[config.mk]
export PLATFORM = sky130hd
export DESIGN_NAME = segment_table_translate
export DESIGN_NICKNAME = d
export VERILOG_FILES = /design/src/hdl/stt_pkg.sv /design/src/hdl/stt_ctrl.sv /design/src/hdl/stt_datapath.sv /design/src/hdl/segment_table_translate.sv
export SDC_FILE = /design/constraint.sdc
export NUM_CORES = 1
export LEC_CHECK = 0
export ABC_AREA = 1
export CELL_PAD_IN_SITES_DETAIL_PLACEMENT = 1
export CELL_PAD_IN_SITES_GLOBAL_PLACEMENT = 2
export CORE_MARGIN = 3
export CORE_UTILIZATION = 42
export DETAILED_ROUTE_END_ITERATION = 16
export DONT_BUFFER_PORTS = 1
export PLACE_DENSITY = 0.75
export SYNTH_ARGS = -nofsm -noshare
export SYNTH_HDL_FRONTEND = slang
export SYNTH_HIERARCHICAL = 1
export SYNTH_SLANG_ARGS = --single-unit
[constraint.sdc]
create_clock -name clk_i -period 7.7 [get_ports clk_i]
set_input_delay 1.925 -clock clk_i [delete_from_list [all_inputs] [get_ports clk_i]]
set_output_delay 1.925 -clock clk_i [all_outputs]
set_load 0.01 [all_outputs]
[src/hdl/stt_pkg.sv]
// Shared types and codes for the segment table translate block.
// Used by stt_ctrl, stt_datapath and segment_table_translate; depends on nothing.
package stt_pkg;

  // Kind of input item, carried in s_axis_tuser
  typedef enum logic {
    CMD_INSERT    = 1'b0,
    CMD_TRANSLATE = 1'b1
  } cmd_e;

  // Result status codes, carried in m_axis_tuser
  typedef enum logic [1:0] {
    STATUS_OK        = 2'd0,
    STATUS_LIMIT     = 2'd1,
    STATUS_NOT_FOUND = 2'd2,
    STATUS_FULL      = 2'd3
  } status_e;

  // Which result the datapath latches in a cycle
  typedef enum logic [2:0] {
    RES_NONE,
    RES_STORED,
    RES_FULL,
    RES_MISS,
    RES_LOOKUP
  } res_sel_e;

  typedef enum logic [2:0] {
    ST_IDLE,
    ST_DISPATCH,
    ST_READ,
    ST_CHECK,
    ST_FINISH
  } state_e;

  // Commands from controller to datapath
  typedef struct packed {
    logic     capture;
    logic     write_entry;
    logic     inc_idx;
    logic     rd_en;
    res_sel_e res_sel;
    logic     load_out;
  } dp_cmd_t;

  // Status from datapath to controller
  typedef struct packed {
    cmd_e cmd;
    logic full;
    logic empty;
    logic hit;
    logic last_entry;
    logic out_free;
  } dp_status_t;

endpackage

[src/hdl/stt_ctrl.sv]
// Sequencing state machine for the segment table translate block.
// Depends on stt_pkg for the state, command and status types.
module stt_ctrl (
  input  logic               clk_i,
  input  logic               rst_ni,
  input  logic               s_axis_tvalid,
  output logic               s_axis_tready,
  input  stt_pkg::dp_status_t status_i,
  output stt_pkg::dp_cmd_t    cmd_o
);
  import stt_pkg::*;

  state_e state_q, state_d;

  always_ff @(posedge clk_i or negedge rst_ni) begin
    if (!rst_ni) begin
      state_q <= ST_IDLE;
    end else begin
      state_q <= state_d;
    end
  end

  always_comb begin
    state_d = state_q;
    case (state_q)
      ST_IDLE: begin
        if (s_axis_tvalid) begin
          state_d = ST_DISPATCH;
        end
      end
      ST_DISPATCH: begin
        if (status_i.cmd == CMD_INSERT || status_i.empty) begin
          state_d = ST_FINISH;
        end else begin
          state_d = ST_READ;
        end
      end
      ST_READ: begin
        state_d = ST_CHECK;
      end
      ST_CHECK: begin
        if (status_i.hit || status_i.last_entry) begin
          state_d = ST_FINISH;
        end else begin
          state_d = ST_READ;
        end
      end
      ST_FINISH: begin
        if (status_i.out_free) begin
          state_d = ST_IDLE;
        end
      end
      default: begin
        state_d = ST_IDLE;
      end
    endcase
  end

  always_comb begin
    s_axis_tready = 1'b0;
    cmd_o         = '{capture: 1'b0, write_entry: 1'b0, inc_idx: 1'b0, rd_en: 1'b0,
                      res_sel: RES_NONE, load_out: 1'b0};
    case (state_q)
      ST_IDLE: begin
        s_axis_tready = 1'b1;
        cmd_o.capture = s_axis_tvalid;
      end
      ST_DISPATCH: begin
        if (status_i.cmd == CMD_INSERT) begin
          if (status_i.full) begin
            cmd_o.res_sel = RES_FULL;
          end else begin
            cmd_o.write_entry = 1'b1;
            cmd_o.res_sel     = RES_STORED;
          end
        end else if (status_i.empty) begin
          cmd_o.res_sel = RES_MISS;
        end
      end
      ST_READ: begin
        cmd_o.rd_en = 1'b1;
      end
      ST_CHECK: begin
        if (status_i.hit) begin
          cmd_o.res_sel = RES_LOOKUP;
        end else if (status_i.last_entry) begin
          cmd_o.res_sel = RES_MISS;
        end else begin
          cmd_o.inc_idx = 1'b1;
        end
      end
      ST_FINISH: begin
        cmd_o.load_out = status_i.out_free;
      end
      default: begin
        s_axis_tready = 1'b0;
      end
    endcase
  end

endmodule

[src/hdl/stt_datapath.sv]
// Table storage, scan pointer, limit check and result register for the block.
// Depends on stt_pkg; driven by stt_ctrl through dp_cmd_t.
module stt_datapath #(
  parameter int TABLE_ENTRIES = 16,
  parameter int ADDRESS_BITS  = 32,
  parameter int SEGMENT_BITS  = 8,
  parameter int IN_W          = 104,
  parameter int OUT_W         = 40
) (
  input  logic                  clk_i,
  input  logic                  rst_ni,
  input  logic [IN_W-1:0]       s_axis_tdata,
  input  logic                  s_axis_tuser,
  output logic [OUT_W-1:0]      m_axis_tdata,
  output logic [1:0]            m_axis_tuser,
  output logic                  m_axis_tvalid,
  input  logic                  m_axis_tready,
  input  stt_pkg::dp_cmd_t      cmd_i,
  output stt_pkg::dp_status_t   status_o
);
  import stt_pkg::*;

  localparam int IDX_W  = $clog2(TABLE_ENTRIES);
  localparam int FILL_W = $clog2(TABLE_ENTRIES + 1);
  localparam int PA_W   = ADDRESS_BITS + 1;

  // Captured item
  cmd_e                    cmd_q;
  logic [SEGMENT_BITS-1:0] seg_q;
  logic [ADDRESS_BITS-1:0] base_q;
  logic [ADDRESS_BITS-1:0] limit_q;
  logic [ADDRESS_BITS-1:0] offset_q;

  // Table memories, no reset: only entries below fill_q are ever read
  logic [SEGMENT_BITS-1:0] seg_mem   [TABLE_ENTRIES];
  logic [ADDRESS_BITS-1:0] base_mem  [TABLE_ENTRIES];
  logic [ADDRESS_BITS-1:0] limit_mem [TABLE_ENTRIES];

  logic [SEGMENT_BITS-1:0] rd_seg_q;
  logic [ADDRESS_BITS-1:0] rd_base_q;
  logic [ADDRESS_BITS-1:0] rd_limit_q;

  logic [FILL_W-1:0] fill_q;
  logic [IDX_W-1:0]  idx_q;

  logic [PA_W-1:0] res_phys_q, res_phys_d;
  status_e         res_status_q, res_status_d;

  logic            m_valid_q;
  logic [PA_W-1:0] m_phys_q;
  status_e         m_status_q;

  logic            out_free;
  logic [PA_W-1:0] sum;

  always_ff @(posedge clk_i) begin
    if (cmd_i.capture) begin
      cmd_q    <= cmd_e'(s_axis_tuser);
      seg_q    <= s_axis_tdata[SEGMENT_BITS-1:0];
      base_q   <= s_axis_tdata[SEGMENT_BITS +: ADDRESS_BITS];
      limit_q  <= s_axis_tdata[SEGMENT_BITS + ADDRESS_BITS +: ADDRESS_BITS];
      offset_q <= s_axis_tdata[SEGMENT_BITS + 2*ADDRESS_BITS +: ADDRESS_BITS];
    end
  end

  always_ff @(posedge clk_i) begin
    if (cmd_i.write_entry) begin
      seg_mem[fill_q[IDX_W-1:0]]   <= seg_q;
      base_mem[fill_q[IDX_W-1:0]]  <= base_q;
      limit_mem[fill_q[IDX_W-1:0]] <= limit_q;
    end
    if (cmd_i.rd_en) begin
      rd_seg_q   <= seg_mem[idx_q];
      rd_base_q  <= base_mem[idx_q];
      rd_limit_q <= limit_mem[idx_q];
    end
  end

  // Fill count and scan pointer
  always_ff @(posedge clk_i or negedge rst_ni) begin
    if (!rst_ni) begin
      fill_q <= '0;
      idx_q  <= '0;
    end else begin
      if (cmd_i.write_entry) begin
        fill_q <= fill_q + FILL_W'(1);
      end
      if (cmd_i.capture) begin
        idx_q <= '0;
      end else if (cmd_i.inc_idx) begin
        idx_q <= idx_q + IDX_W'(1);
      end
    end
  end

  assign sum = PA_W'(rd_base_q) + PA_W'(offset_q);

  always_comb begin
    res_phys_d   = res_phys_q;
    res_status_d = res_status_q;
    case (cmd_i.res_sel)
      RES_STORED: begin
        res_phys_d   = '0;
        res_status_d = STATUS_OK;
      end
      RES_FULL: begin
        res_phys_d   = '0;
        res_status_d = STATUS_FULL;
      end
      RES_MISS: begin
        res_phys_d   = '0;
        res_status_d = STATUS_NOT_FOUND;
      end
      RES_LOOKUP: begin
        if (offset_q < rd_limit_q) begin
          res_phys_d   = sum;
          res_status_d = STATUS_OK;
        end else begin
          res_phys_d   = '0;
          res_status_d = STATUS_LIMIT;
        end
      end
      default: begin
        res_phys_d = res_phys_q;
      end
    endcase
  end

  always_ff @(posedge clk_i) begin
    res_phys_q   <= res_phys_d;
    res_status_q <= res_status_d;
  end

  // Output register: holds a result while the next item is taken in
  assign out_free = !m_valid_q || m_axis_tready;

  always_ff @(posedge clk_i or negedge rst_ni) begin
    if (!rst_ni) begin
      m_valid_q <= 1'b0;
    end else if (cmd_i.load_out) begin
      m_valid_q <= 1'b1;
    end else if (m_axis_tready) begin
      m_valid_q <= 1'b0;
    end
  end

  always_ff @(posedge clk_i) begin
    if (cmd_i.load_out) begin
      m_phys_q   <= res_phys_q;
      m_status_q <= res_status_q;
    end
  end

  assign m_axis_tvalid = m_valid_q;
  assign m_axis_tdata  = OUT_W'(m_phys_q);
  assign m_axis_tuser  = m_status_q;

  assign status_o.cmd        = cmd_q;
  assign status_o.full       = (fill_q == FILL_W'(TABLE_ENTRIES));
  assign status_o.empty      = (fill_q == '0);
  assign status_o.hit        = (rd_seg_q == seg_q);
  assign status_o.last_entry = ((FILL_W'(idx_q) + FILL_W'(1)) == fill_q);
  assign status_o.out_free   = out_free;

endmodule

[src/hdl/segment_table_translate.sv]
// Top level of the segment table translate block.
// Depends on stt_pkg, stt_ctrl and stt_datapath.
//
// Segment table with base/limit address translation. An insert item
// (s_axis_tuser = 0) stores segment number, base and limit in the next free
// table entry and returns status OK, or status FULL when all TABLE_ENTRIES
// entries are taken (the table is left unchanged). A translate item
// (s_axis_tuser = 1) scans the table in insert order; the oldest entry with
// the same segment number wins. If the offset is strictly below its limit the
// result is base + offset (ADDRESS_BITS+1 bits, no wrap) with status OK,
// otherwise status LIMIT and a zero address; with no matching entry the status
// is NOT_FOUND. Every item yields exactly one result transfer. The block takes
// one item at a time: an insert passes through the dispatch and finish states,
// a translate through dispatch, then a read and a check state for each entry
// examined (up to the first match, or every filled entry on a miss), then
// finish, which waits until the output register is free. The scan reads one
// entry at a time through the single registered read port of the table memory.
// A finished result sits in an output register, so a new input transfer is
// taken while the previous result still waits for m_axis_tready. No clearing
// pass is needed after reset: the fill count marks which entries hold data.
module segment_table_translate #(
  parameter int TABLE_ENTRIES = 16,
  parameter int ADDRESS_BITS  = 32,
  parameter int SEGMENT_BITS  = 8
) (
  input  logic             clk_i,
  input  logic             rst_ni,
  // Input item stream
  input  logic             s_axis_tvalid,
  output logic             s_axis_tready,
  // tdata, low bit up: segment_number, base_address, segment_limit, offset, zero pad
  input  logic [((SEGMENT_BITS + 3*ADDRESS_BITS + 7) / 8) * 8 - 1:0] s_axis_tdata,
  // tuser: cmd (0 insert, 1 translate)
  input  logic             s_axis_tuser,
  // Result stream
  output logic             m_axis_tvalid,
  input  logic             m_axis_tready,
  // tdata, low bit up: physical_address, zero pad
  output logic [((ADDRESS_BITS + 1 + 7) / 8) * 8 - 1:0] m_axis_tdata,
  // tuser: status (0 ok, 1 limit fault, 2 not found, 3 table full)
  output logic [1:0]       m_axis_tuser
);
  import stt_pkg::*;

  localparam int IN_W  = ((SEGMENT_BITS + 3*ADDRESS_BITS + 7) / 8) * 8;
  localparam int OUT_W = ((ADDRESS_BITS + 1 + 7) / 8) * 8;

  dp_cmd_t    dp_cmd;
  dp_status_t dp_status;

  // Sequence insert, scan and result handoff
  stt_ctrl u_ctrl (
    .clk_i         (clk_i),
    .rst_ni        (rst_ni),
    .s_axis_tvalid (s_axis_tvalid),
    .s_axis_tready (s_axis_tready),
    .status_i      (dp_status),
    .cmd_o         (dp_cmd)
  );

  // Hold the table, compare, add and register the result
  stt_datapath #(
    .TABLE_ENTRIES (TABLE_ENTRIES),
    .ADDRESS_BITS  (ADDRESS_BITS),
    .SEGMENT_BITS  (SEGMENT_BITS),
    .IN_W          (IN_W),
    .OUT_W         (OUT_W)
  ) u_datapath (
    .clk_i         (clk_i),
    .rst_ni        (rst_ni),
    .s_axis_tdata  (s_axis_tdata),
    .s_axis_tuser  (s_axis_tuser),
    .m_axis_tdata  (m_axis_tdata),
    .m_axis_tuser  (m_axis_tuser),
    .m_axis_tvalid (m_axis_tvalid),
    .m_axis_tready (m_axis_tready),
    .cmd_i         (dp_cmd),
    .status_o      (dp_status)
  );

endmodule
---- Yosys cells after proc, flatten, opt, wreduce, memory -nomap -nowiden ----
Memory sizes are Yosys's and may differ from the RTL's. A register that Yosys moved wholly into a read port is not among the register bits.
Index checks and enable logic that the tools add are counted.
word-level totals
  flip-flop bits (word level) ............. 188
  RAM bits ................................ 1152
  bits of input ports ..................... 109
  output and inout port bits .............. 44
  logic and storage cells ................. 78
  memories ................................ 3
memory list
  memory                words  width  read ports  clocked after memory_dff  write ports  line                text
  u_datapath.base_mem   16     32     1           1                         1            stt_datapath.sv:36  logic [ADDRESS_BITS-1:0] base_mem [TABLE_ENTRIES];
  u_datapath.limit_mem  16     32     1           1                         1            stt_datapath.sv:37  logic [ADDRESS_BITS-1:0] limit_mem [TABLE_ENTRIES];
  u_datapath.seg_mem    16     8      1           1                         1            stt_datapath.sv:35  logic [SEGMENT_BITS-1:0] seg_mem [TABLE_ENTRIES];
cells by class
  $add $sub $neg .......................... 4
  magnitude comparators ................... 1
  equality and inequality tests ........... 13
  muxes and demuxes ....................... 31
  bitwise logic cells ..................... 1
  reductions and logical operators ........ 12
operator list
  operator                                        count
  one-hot mux 33 bit (2 select lines)             1
  adder 32 x 32 -> 33 bit                         1
  two-way mux 33 bit                              1
  less-than comparator 32 bit                     1
  two-way mux 1 bit                               15
  two-way mux 3 bit                               5
  one-hot mux 3 bit (5 select lines)              1
  == test 3 x 2 -> 1 bit (second input constant)  4
  == test 8 bit                                   1
  two-way mux 2 bit                               4
  two-way mux 4 bit                               2
  one-hot mux 2 bit (4 select lines)              1
  == test 3 x 1 -> 1 bit (second input constant)  2
  == test 3 bit (second input constant)           2
  one-hot mux 3 bit (2 select lines)              1
  nonzero test 2 bit                              3
  adder 4 x 1 -> 5 bit (second input constant)    1
  adder 5 x 1 -> 5 bit (second input constant)    1
  == test 5 bit                                   1
  == test 5 bit (second input constant)           1
  zero test 5 bit                                 1
  adder 4 x 1 -> 4 bit (second input constant)    1
  nonzero test 4 bit                              1
  zero test 3 bit                                 1
  7 further kinds                                 9

---- Longest topological paths before layout ----
Gate-level depths: netlist of run 1.
  depth in word-level cells ............... 8
  depth in mapped cells ................... 17
  mapped depth without buffers ............ 15

---- Cells and area by module ----
Netlist of run 1, hierarchy kept.
by module, submodules not included
  module        instances  cells an instance  area each (um^2)  seq. area each (um^2)
  stt_datapath  1          4179               56265.2           42260.5
  stt_ctrl      1          49                 274.0             75.1

---- Least setup slack after synthesis of run 1 ----
OpenSTA, ideal clock, no wires.
  path type ............................... input to register
  start point ............................. input port s_axis_tvalid
  end point ............................... register u_datapath.idx_q[0]
  data arrival time ....................... 7368 ps
  required time ........................... 7617 ps
  slack ................................... 250 ps
  stages on the path ...................... 5
  path buffers ............................ 0
  cells stage by stage .................... inv_1 nor2_1 nor2_1 or2_2 o21ai_0
RTL lines
  what                  line                           text
  from (decl)           segment_table_translate.sv:29  input logic s_axis_tvalid,
  to (signal assigned)  stt_datapath.sv:91             idx_q <= idx_q + IDX_W'(1);
  to (decl)             stt_datapath.sv:44             logic [IDX_W-1:0] idx_q;

==> impl_metrics.env, run 1 <==
export IMPL_status="finished clean"
export IMPL_grt_pass1_wl_microns=245000
export IMPL_dieArea_sq_um=139000
export IMPL_finalSetupTns_ns=0
export IMPL_routedWlPerCell_microns=27.9
export IMPL_relSlewSlack_pct=22.1
export IMPL_end_kind="register"
export IMPL_grt_pass1_vias=35635
export IMPL_rows=133
export IMPL_drt_wl_total_microns=169000
export IMPL_max_freq_mhz=228
export IMPL_via_per_inst=5.72
export IMPL_root_buffer="clkbuf_16"
export IMPL_initial_core_util_pct=42.6
export IMPL_ctsResizeCount=0
export IMPL_crit_required_ns=8.09
export IMPL_setup_violations_final=0
export IMPL_antenna_found_initial=16
export IMPL_grt_max_degree=240
export IMPL_syn_area_per_cell_sq_um=13.4
export IMPL_critPathLaunchType="register"
export IMPL_drv_cap=0
export IMPL_worstSetupPathType="reg -> reg"
export IMPL_clock_latency_ns=0.80
export IMPL_core_area_sq_um=133000
export IMPL_synthArstFlopShare_pct=0.921
export IMPL_synth_seq_cells=1412
export IMPL_ys_warn_count=6
export IMPL_hold_viol_final=0
export IMPL_dpl_hpwl_microns=94600
export IMPL_p_leak_nw=21.5
export IMPL_drive_gt1_share_pct=8.09
export IMPL_pre_cts_ws_ns=3.43
export IMPL_finalNonFillerCells=6072
export IMPL_antenna_left=0
export IMPL_cts_tree="built"
export IMPL_ys_seq_area_share_pct=74.9
export IMPL_synth_top_flop_cell="edfxtp_1"
export IMPL_period_share_pct=56.9
export IMPL_timing_final_ws_setup_ns=3.32
export IMPL_die_y_microns=373
export IMPL_gp_congestion=0.820
export IMPL_syn_inst=4228
export IMPL_grt_overflow=0
export IMPL_postCtsHoldBufs=0
export IMPL_cts_max_path_buffers=3
export IMPL_yosys_top_cells_count="edfxtp_1 (1399), nand2_1 (742), nor2_1 (409)"
export IMPL_grtUsageTotal_pct=24.1
export IMPL_drtIter0Drc=3417
export IMPL_peakVddDrop_mv=0.279
export IMPL_clk_pin_slew_ns=0.06
export IMPL_drt_pass1_iter_count=5
export IMPL_synth_top_cell_area_share_pct=74.3
export IMPL_htreeDepth=4
export IMPL_n_fill_cell=13115
export IMPL_critical_path_peak_fanout=40
export IMPL_cts_buffers=149
export IMPL_worst_slew_pin_slew_ns=1.17
export IMPL_synth_top_area_cell="edfxtp_1"
export IMPL_final_max_slew_violation_count=0
export IMPL_drc_errors=0
export IMPL_fin_util_pct=47.3
export IMPL_post_cts_buffers=0
export IMPL_area_delta_synth_final_pct=11.1
export IMPL_chipWidth_microns=373
export IMPL_synth_edf_count=1399
export IMPL_synthDistinctLibCells=43
export IMPL_arrival_ns=4.77
export IMPL_dpl_cell_count=5807
export IMPL_syn_cell_area_sq_um=56500
export IMPL_p_per_area_nw_per_um2=378
export IMPL_rsz0062_at_grt="false"
export IMPL_pin_count=153
export IMPL_synthTopCellsByArea="edfxtp_1 (74%), nand2_1 (4.9%), nor2_1 (2.7%)"
export IMPL_register_area_sq_um=42400
export IMPL_num_vias=34736
export IMPL_fin_crit_ns=4.38
export IMPL_hp_class="reg -> reg"
export IMPL_skew_ns=0.0670
export IMPL_nNetsFinal=4381
export IMPL_synth_most_common_cell="edfxtp_1"
export IMPL_multiInputGateArea_sq_um=12300
export IMPL_numPortBuffers=0
export IMPL_clock_sinks=1412
layout make-up:
cell class	instances	share of cell area (%)
Clock buffer	188	6.17
Tap cell	1755	3.50
Timing Repair Buffer	51	0.829
Multi-Input combinational cell	2369	19.6
Antenna cell	2	0.00797
Inverter	220	1.36
Sequential cell	1412	67.4
Clock inverter	75	1.06
cells by family (layout without fill, tap and decap cells):
family	Yosys count	in the layout	share of synthesized area [%]
other	1	9	0.00663
AOI/OAI and AO/OA	842	842	9.29
and+or+nand+nor	1420	1420	10.2
buffers and inverters	453	534	3.62
xor gates and xnor gates	31	31	0.480
adders and majority gates	69	69	1.54
DFF	1412	1412	74.9
layout by cell type (no fill, tap or decap), types with 11 or more instances in the layout:
| master | count |
|---|---|
| clkbuf_16 | 149 |
| o221ai_1 | 41 |
| a221oi_2 | 49 |
| clkinv_1 | 34 |
| o21ai_1 | 103 |
| clkinv_2 | 22 |
| xor2_1 | 21 |
| o22ai_1 | 85 |
| o21ai_0 | 301 |
| nand4_1 | 54 |
| ha_1 | 68 |
| buf_4 | 40 |
| nand2_1 | 741 |
| a221oi_1 | 32 |
| edfxtp_1 | 1399 |
| buf_12 | 11 |
| clkbuf_1 | 39 |
| nor2_4 | 18 |
| nand3_1 | 192 |
| nor2_1 | 391 |
| a21oi_1 | 197 |
| inv_1 | 212 |
| o221a_2 | 22 |
per-stage QoR:
stage          hold slack (ns)  instance area [sq um]  power (mW)
2_1_floorplan            0.400                  56600        14.5
3_3_place_gp             0.401                  58300        16.9
3_5_place_dp             0.405                  58300        17.0
4_1_cts                  0.417                  62800        23.9
5_1_grt                  0.427                  62800        25.0
6_report                 0.416                  62800        23.7
worst max-delay path: stages, from the launching register on:
cell and delay [ns]:
dfrtp_1 0.45, inv_1 0.11, ha_1 0.23, nand2_1 0.11
nor2_1 0.07, nor3_1 0.81, nand2_1 0.46, nor2_4 0.19
buf_4 0.65, buf_4 0.86
power breakdown:
part,total [mW],switching [mW],internal [mW]
Sequential,10.5,0.840,9.63
Clock,6.79,2.98,3.81
Combinational,6.45,4.69,1.75
sequential cells by signal, summed over array words and instances, names as in the netlist, 3 cells and up:
register               count
u_datapath/limit_mem     512
u_datapath/rd_base_q      32
u_datapath/m_phys_q       33
u_datapath/offset_q       32
u_datapath/seg_q           8
u_datapath/idx_q           4
u_datapath/rd_seg_q        8
u_datapath/rd_limit_q     32
u_ctrl/state_q             3
u_datapath/fill_q          5
u_datapath/limit_q        32
u_datapath/seg_mem       128
u_datapath/base_mem      512
u_datapath/res_phys_q     33
u_datapath/base_q         32
metal layers:
layer | vias to the layer above | wire length (microns) | global-route usage [%]
met5 | - | 57 | 0
met4 | 8 | 4390 | 7.18
met3 | 247 | 10200 | 4.01
met2 | 1148 | 80900 | 39.6
met1 | 17952 | 73600 | 33.0
li1 | 15381 | - | -
path summary, 6_finish.rpt:
check	to	cells after the start	slack, ns	from
min reg2reg	u_datapath/m_phys_q[24]$_DFFE_PP_	0	0.42	u_datapath/res_phys_q[24]$_SDFFCE_PP0P_
max reg2reg	u_datapath/base_mem[12][12]$_DFFE_PP_	9	3.32	u_datapath/fill_q[0]$_DFFE_PN0P_
min	u_datapath/m_phys_q[24]$_DFFE_PP_	0	0.42	u_datapath/res_phys_q[24]$_SDFFCE_PP0P_
max	u_datapath/base_mem[12][12]$_DFFE_PP_	9	3.32	u_datapath/fill_q[0]$_DFFE_PN0P_
max in group asynchronous	u_ctrl/state_q[2]$_DFFE_PN0P_	0	6.74	rst_ni
min in group asynchronous	u_datapath/idx_q[0]$_DFFE_PN0P_	0	0.85	rst_ni
Note: power is estimated with default switching activity, not from simulation.
==> run 2, diff against run 1 <==
- ABC_AREA: 1 -> 0
- PLACE_DENSITY: 0.75 -> 0.73
- clock period: 7.7 -> 3.9 ns (I/O delays scaled with it)
==> run 2 against run 1 <==
  * Wire length is 14% lower
  * Sequential power increased by 90%
  * Combinational power is 29% higher
  * Design area barely moved
  * Critical path depth is 5 higher
  * Area after synthesis shrank 2.6%
  * Power up 78%
  * Synthesized cell count down 31%
  * Non-clock buffer count increased by 32
  * Register-to-register slack worse by 2.8 ns
  * Critical path type unchanged
  * Highest routed layer unchanged
  * Global-route usage down 2.6 points
==> impl_metrics.env, run 2 <==
export IMPL_cts_tree="built"
export IMPL_grt_overflow=0
export IMPL_relSlewSlack_pct=30.2
export IMPL_clock_latency_ns=0.78
export IMPL_nNetsFinal=3182
export IMPL_worst_r2r_startpoint="u_datapath/idx_q[1]$_DFFE_PN0P_"
export IMPL_rr_worst_depth=14
export IMPL_dpl_hpwl_microns=82900
export IMPL_routedWlPerCell_microns=29.9
export IMPL_yosys_mux_area_fraction_pct=11.3
export IMPL_grtUsageTotal_pct=21.5
export IMPL_critical_path_peak_fanout=10
export IMPL_rsz0062_at_grt="false"
export IMPL_synth_most_common_cell="edfxtp_1"
export IMPL_status="finished clean"
export IMPL_cts_max_path_buffers=3
export IMPL_grt_pass1_vias=29804
export IMPL_m1WireLength_microns=63200
export IMPL_whs_path_depth=0
export IMPL_dpl_cell_area_sq_um=57900
export IMPL_syn_cell_area_sq_um=55100
export IMPL_synthDistinctLibCells=71
export IMPL_p_leak_nw=20.0
export IMPL_synth_top_flop_cell="edfxtp_1"
export IMPL_critPathLaunchType="register"
export IMPL_pre_cts_ws_ns=0.485
export IMPL_grt_max_degree=125
export IMPL_via_per_inst=5.82
export IMPL_hold_viol_final=0
export IMPL_antenna_left=0
export IMPL_dieArea_sq_um=135000
export IMPL_synth_edf_count=1399
export IMPL_peakVddDrop_mv=0.712
export IMPL_yosys_top_cells_count="edfxtp_1 (1399), mux2i_1 (217), o21ai_0 (163)"
export IMPL_end_kind="register"
export IMPL_fin_crit_ns=3.38
export IMPL_final_common_cell="edfxtp_1"
export IMPL_ys_seq_area_share_pct=76.9
export IMPL_synth_top_family_by_area="multiplexers"
export IMPL_drtIter0Drc=2716
export IMPL_drv_cap=0
export IMPL_synth_xor_area_share_pct=0.748
export IMPL_gp_congestion=0.835
export IMPL_rows=132
export IMPL_pin_count=153
export IMPL_synthAdderAreaFrac_pct=1.58
export IMPL_die_y_microns=368
export IMPL_chipWidth_microns=368
export IMPL_hold_path_endpoint="u_datapath/offset_q[4]$_DFFE_PP_"
export IMPL_p_per_area_nw_per_um2=673
export IMPL_synthTopCellsByArea="edfxtp_1 (76%), mux4_2 (5.9%), mux2i_1 (3.9%)"
export IMPL_root_buffer="clkbuf_16"
export IMPL_hp_class="in -> reg"
export IMPL_worstHoldStart="s_axis_tdata[76]"
export IMPL_drt_wl_total_microns=146000
export IMPL_register_area_sq_um=42400
export IMPL_numPortBuffers=0
export IMPL_htreeDepth=4
export IMPL_core_area_sq_um=130000
export IMPL_worstSetupPathType="reg -> reg"
export IMPL_initial_core_util_pct=42.4
export IMPL_antenna_found_initial=25
export IMPL_drive_gt1_share_pct=17.6
export IMPL_clock_sinks=1412
export IMPL_timing_final_ws_setup_ns=0.516
export IMPL_syn_area_per_cell_sq_um=19.0
export IMPL_dpl_cell_count=4593
export IMPL_ys_warn_count=6
export IMPL_drc_errors=0
export IMPL_finalInstanceArea_sq_um=62800
export IMPL_finalNonFillerCells=4875
export IMPL_dr_wl_met2_microns=71200
export IMPL_period_share_pct=86.8
export IMPL_synth_top_area_cell="edfxtp_1"
export IMPL_synth_compound_area_share_pct=5.89
export IMPL_post_cts_buffers=0
export IMPL_synthArstFlopShare_pct=0.921
export IMPL_rr_endpoint="u_datapath/res_phys_q[25]$_SDFFCE_PP0P_"
export IMPL_max_freq_mhz=295
export IMPL_n_fill_cell=11907
export IMPL_arrival_ns=3.89
export IMPL_synth_seq_cells=1412
export IMPL_met3_length_microns=8490
export IMPL_syn_inst=2904
export IMPL_num_vias=28352
export IMPL_reg2reg_slack_ns=0.52
export IMPL_skew_ns=0.0299
export IMPL_mostFrequentLayoutCells="edfxtp_1 (1399), mux2i_1 (217), o21ai_0 (163)"
export IMPL_grt_pass1_wl_microns=211000
export IMPL_cts_buffers=150
export IMPL_final_max_slew_violation_count=0
export IMPL_clk_pin_slew_ns=0.06
export IMPL_worst_slew_pin_slew_ns=1.05
export IMPL_synth_top_cell_area_share_pct=76.3
export IMPL_multiInputGateArea_sq_um=12100
export IMPL_drt_pass1_iter_count=6
export IMPL_topRoutingLayerUsed="met5"
export IMPL_area_delta_synth_final_pct=14.1
export IMPL_setup_violations_final=0
export IMPL_crit_required_ns=4.40
export IMPL_synthSimpleGateAreaFrac_pct=2.12
## run 2: worst max-delay path, stage by stage (launching register included)
cell and delay [ns]:
dfrtp_4 0.50, ha_1 0.23, and2_0 0.16, o21ai_0 0.16, o31ai_1 0.10, o22ai_1 0.16
nand2_1 0.06, a21oi_1 0.27, nand3b_1 0.15, o21ai_1 0.17, nand2b_1 0.21, nor2_1 0.06
nand3_1 0.46, nor2_1 0.12, mux2_2 0.29
## run 2: how the worst max path moves through the flow
stage          cells after the start                             start                                 endpoint
2_1_floorplan                      9  u_datapath/fill_q[0]$_DFFE_PN0P_      u_datapath/base_mem[7][0]$_DFFE_PP_
3_3_place_gp                      14   u_datapath/idx_q[1]$_DFFE_PN0P_  u_datapath/res_phys_q[31]$_SDFFCE_PP0P_
3_5_place_dp                      10     u_datapath/seg_q[0]$_DFFE_PP_   u_datapath/res_phys_q[4]$_SDFFCE_PP0P_
4_1_cts                           14   u_datapath/idx_q[1]$_DFFE_PN0P_  u_datapath/res_phys_q[25]$_SDFFCE_PP0P_
5_1_grt                           14   u_datapath/idx_q[1]$_DFFE_PN0P_  u_datapath/res_phys_q[31]$_SDFFCE_PP0P_
6_report                          14   u_datapath/idx_q[1]$_DFFE_PN0P_  u_datapath/res_phys_q[25]$_SDFFCE_PP0P_
## run 2: power breakdown
group	internal, mW	switching, mW
Combinational	3.43	4.90
Sequential	18.8	1.09
Clock	8.33	5.77
Total	30.5	11.8
## run 2: layout make-up
type,count,area share (%)
diodes,7,0.0279
inverters,43,0.257
flip-flops and latches,1412,67.4
clock buffers,186,6.43
multi-input cells,1314,19.3
repair buffers,83,1.75
well taps,1742,3.47
clock inverters,88,1.34
## run 2: metal layers
| metal | global-route usage [%] | vias up |
|---|---|---|
| li1 | - | 11977 |
| met1 | 30.1 | 15214 |
| met2 | 35.1 | 913 |
| met3 | 3.62 | 238 |
| met4 | 5.66 | 10 |
| met5 | 0 | - |
## run 2: metrics by stage
stage / util [%] / hold slack, ns / power [mW] / setup TNS [ns]
2_1_floorplan: - / 0.400 / 25.7 / -677.05
3_3_place_gp: 44.6 / 0.410 / 28.2 / 0
4_1_cts: 48.4 / 0.227 / 42.7 / 0
5_1_grt: 48.4 / 0.243 / 44.0 / 0
6_report: 48.4 / 0.293 / 42.3 / 0
3_5_place_dp: 44.6 / 0.406 / 28.5 / 0
## run 2: cells by family after synthesis
logic type | after synthesis
other cells | 1
fa+ha+maj | 69
compound gates | 500
simple gates | 256
xor+xnor | 47
flops | 1412
mux | 435
buf+inv | 184
## run 2: timing repair
item,in CTS,in global routing
hold buffers,1,0
endpoints found under the hold margin,13,0
resized for setup,0,0
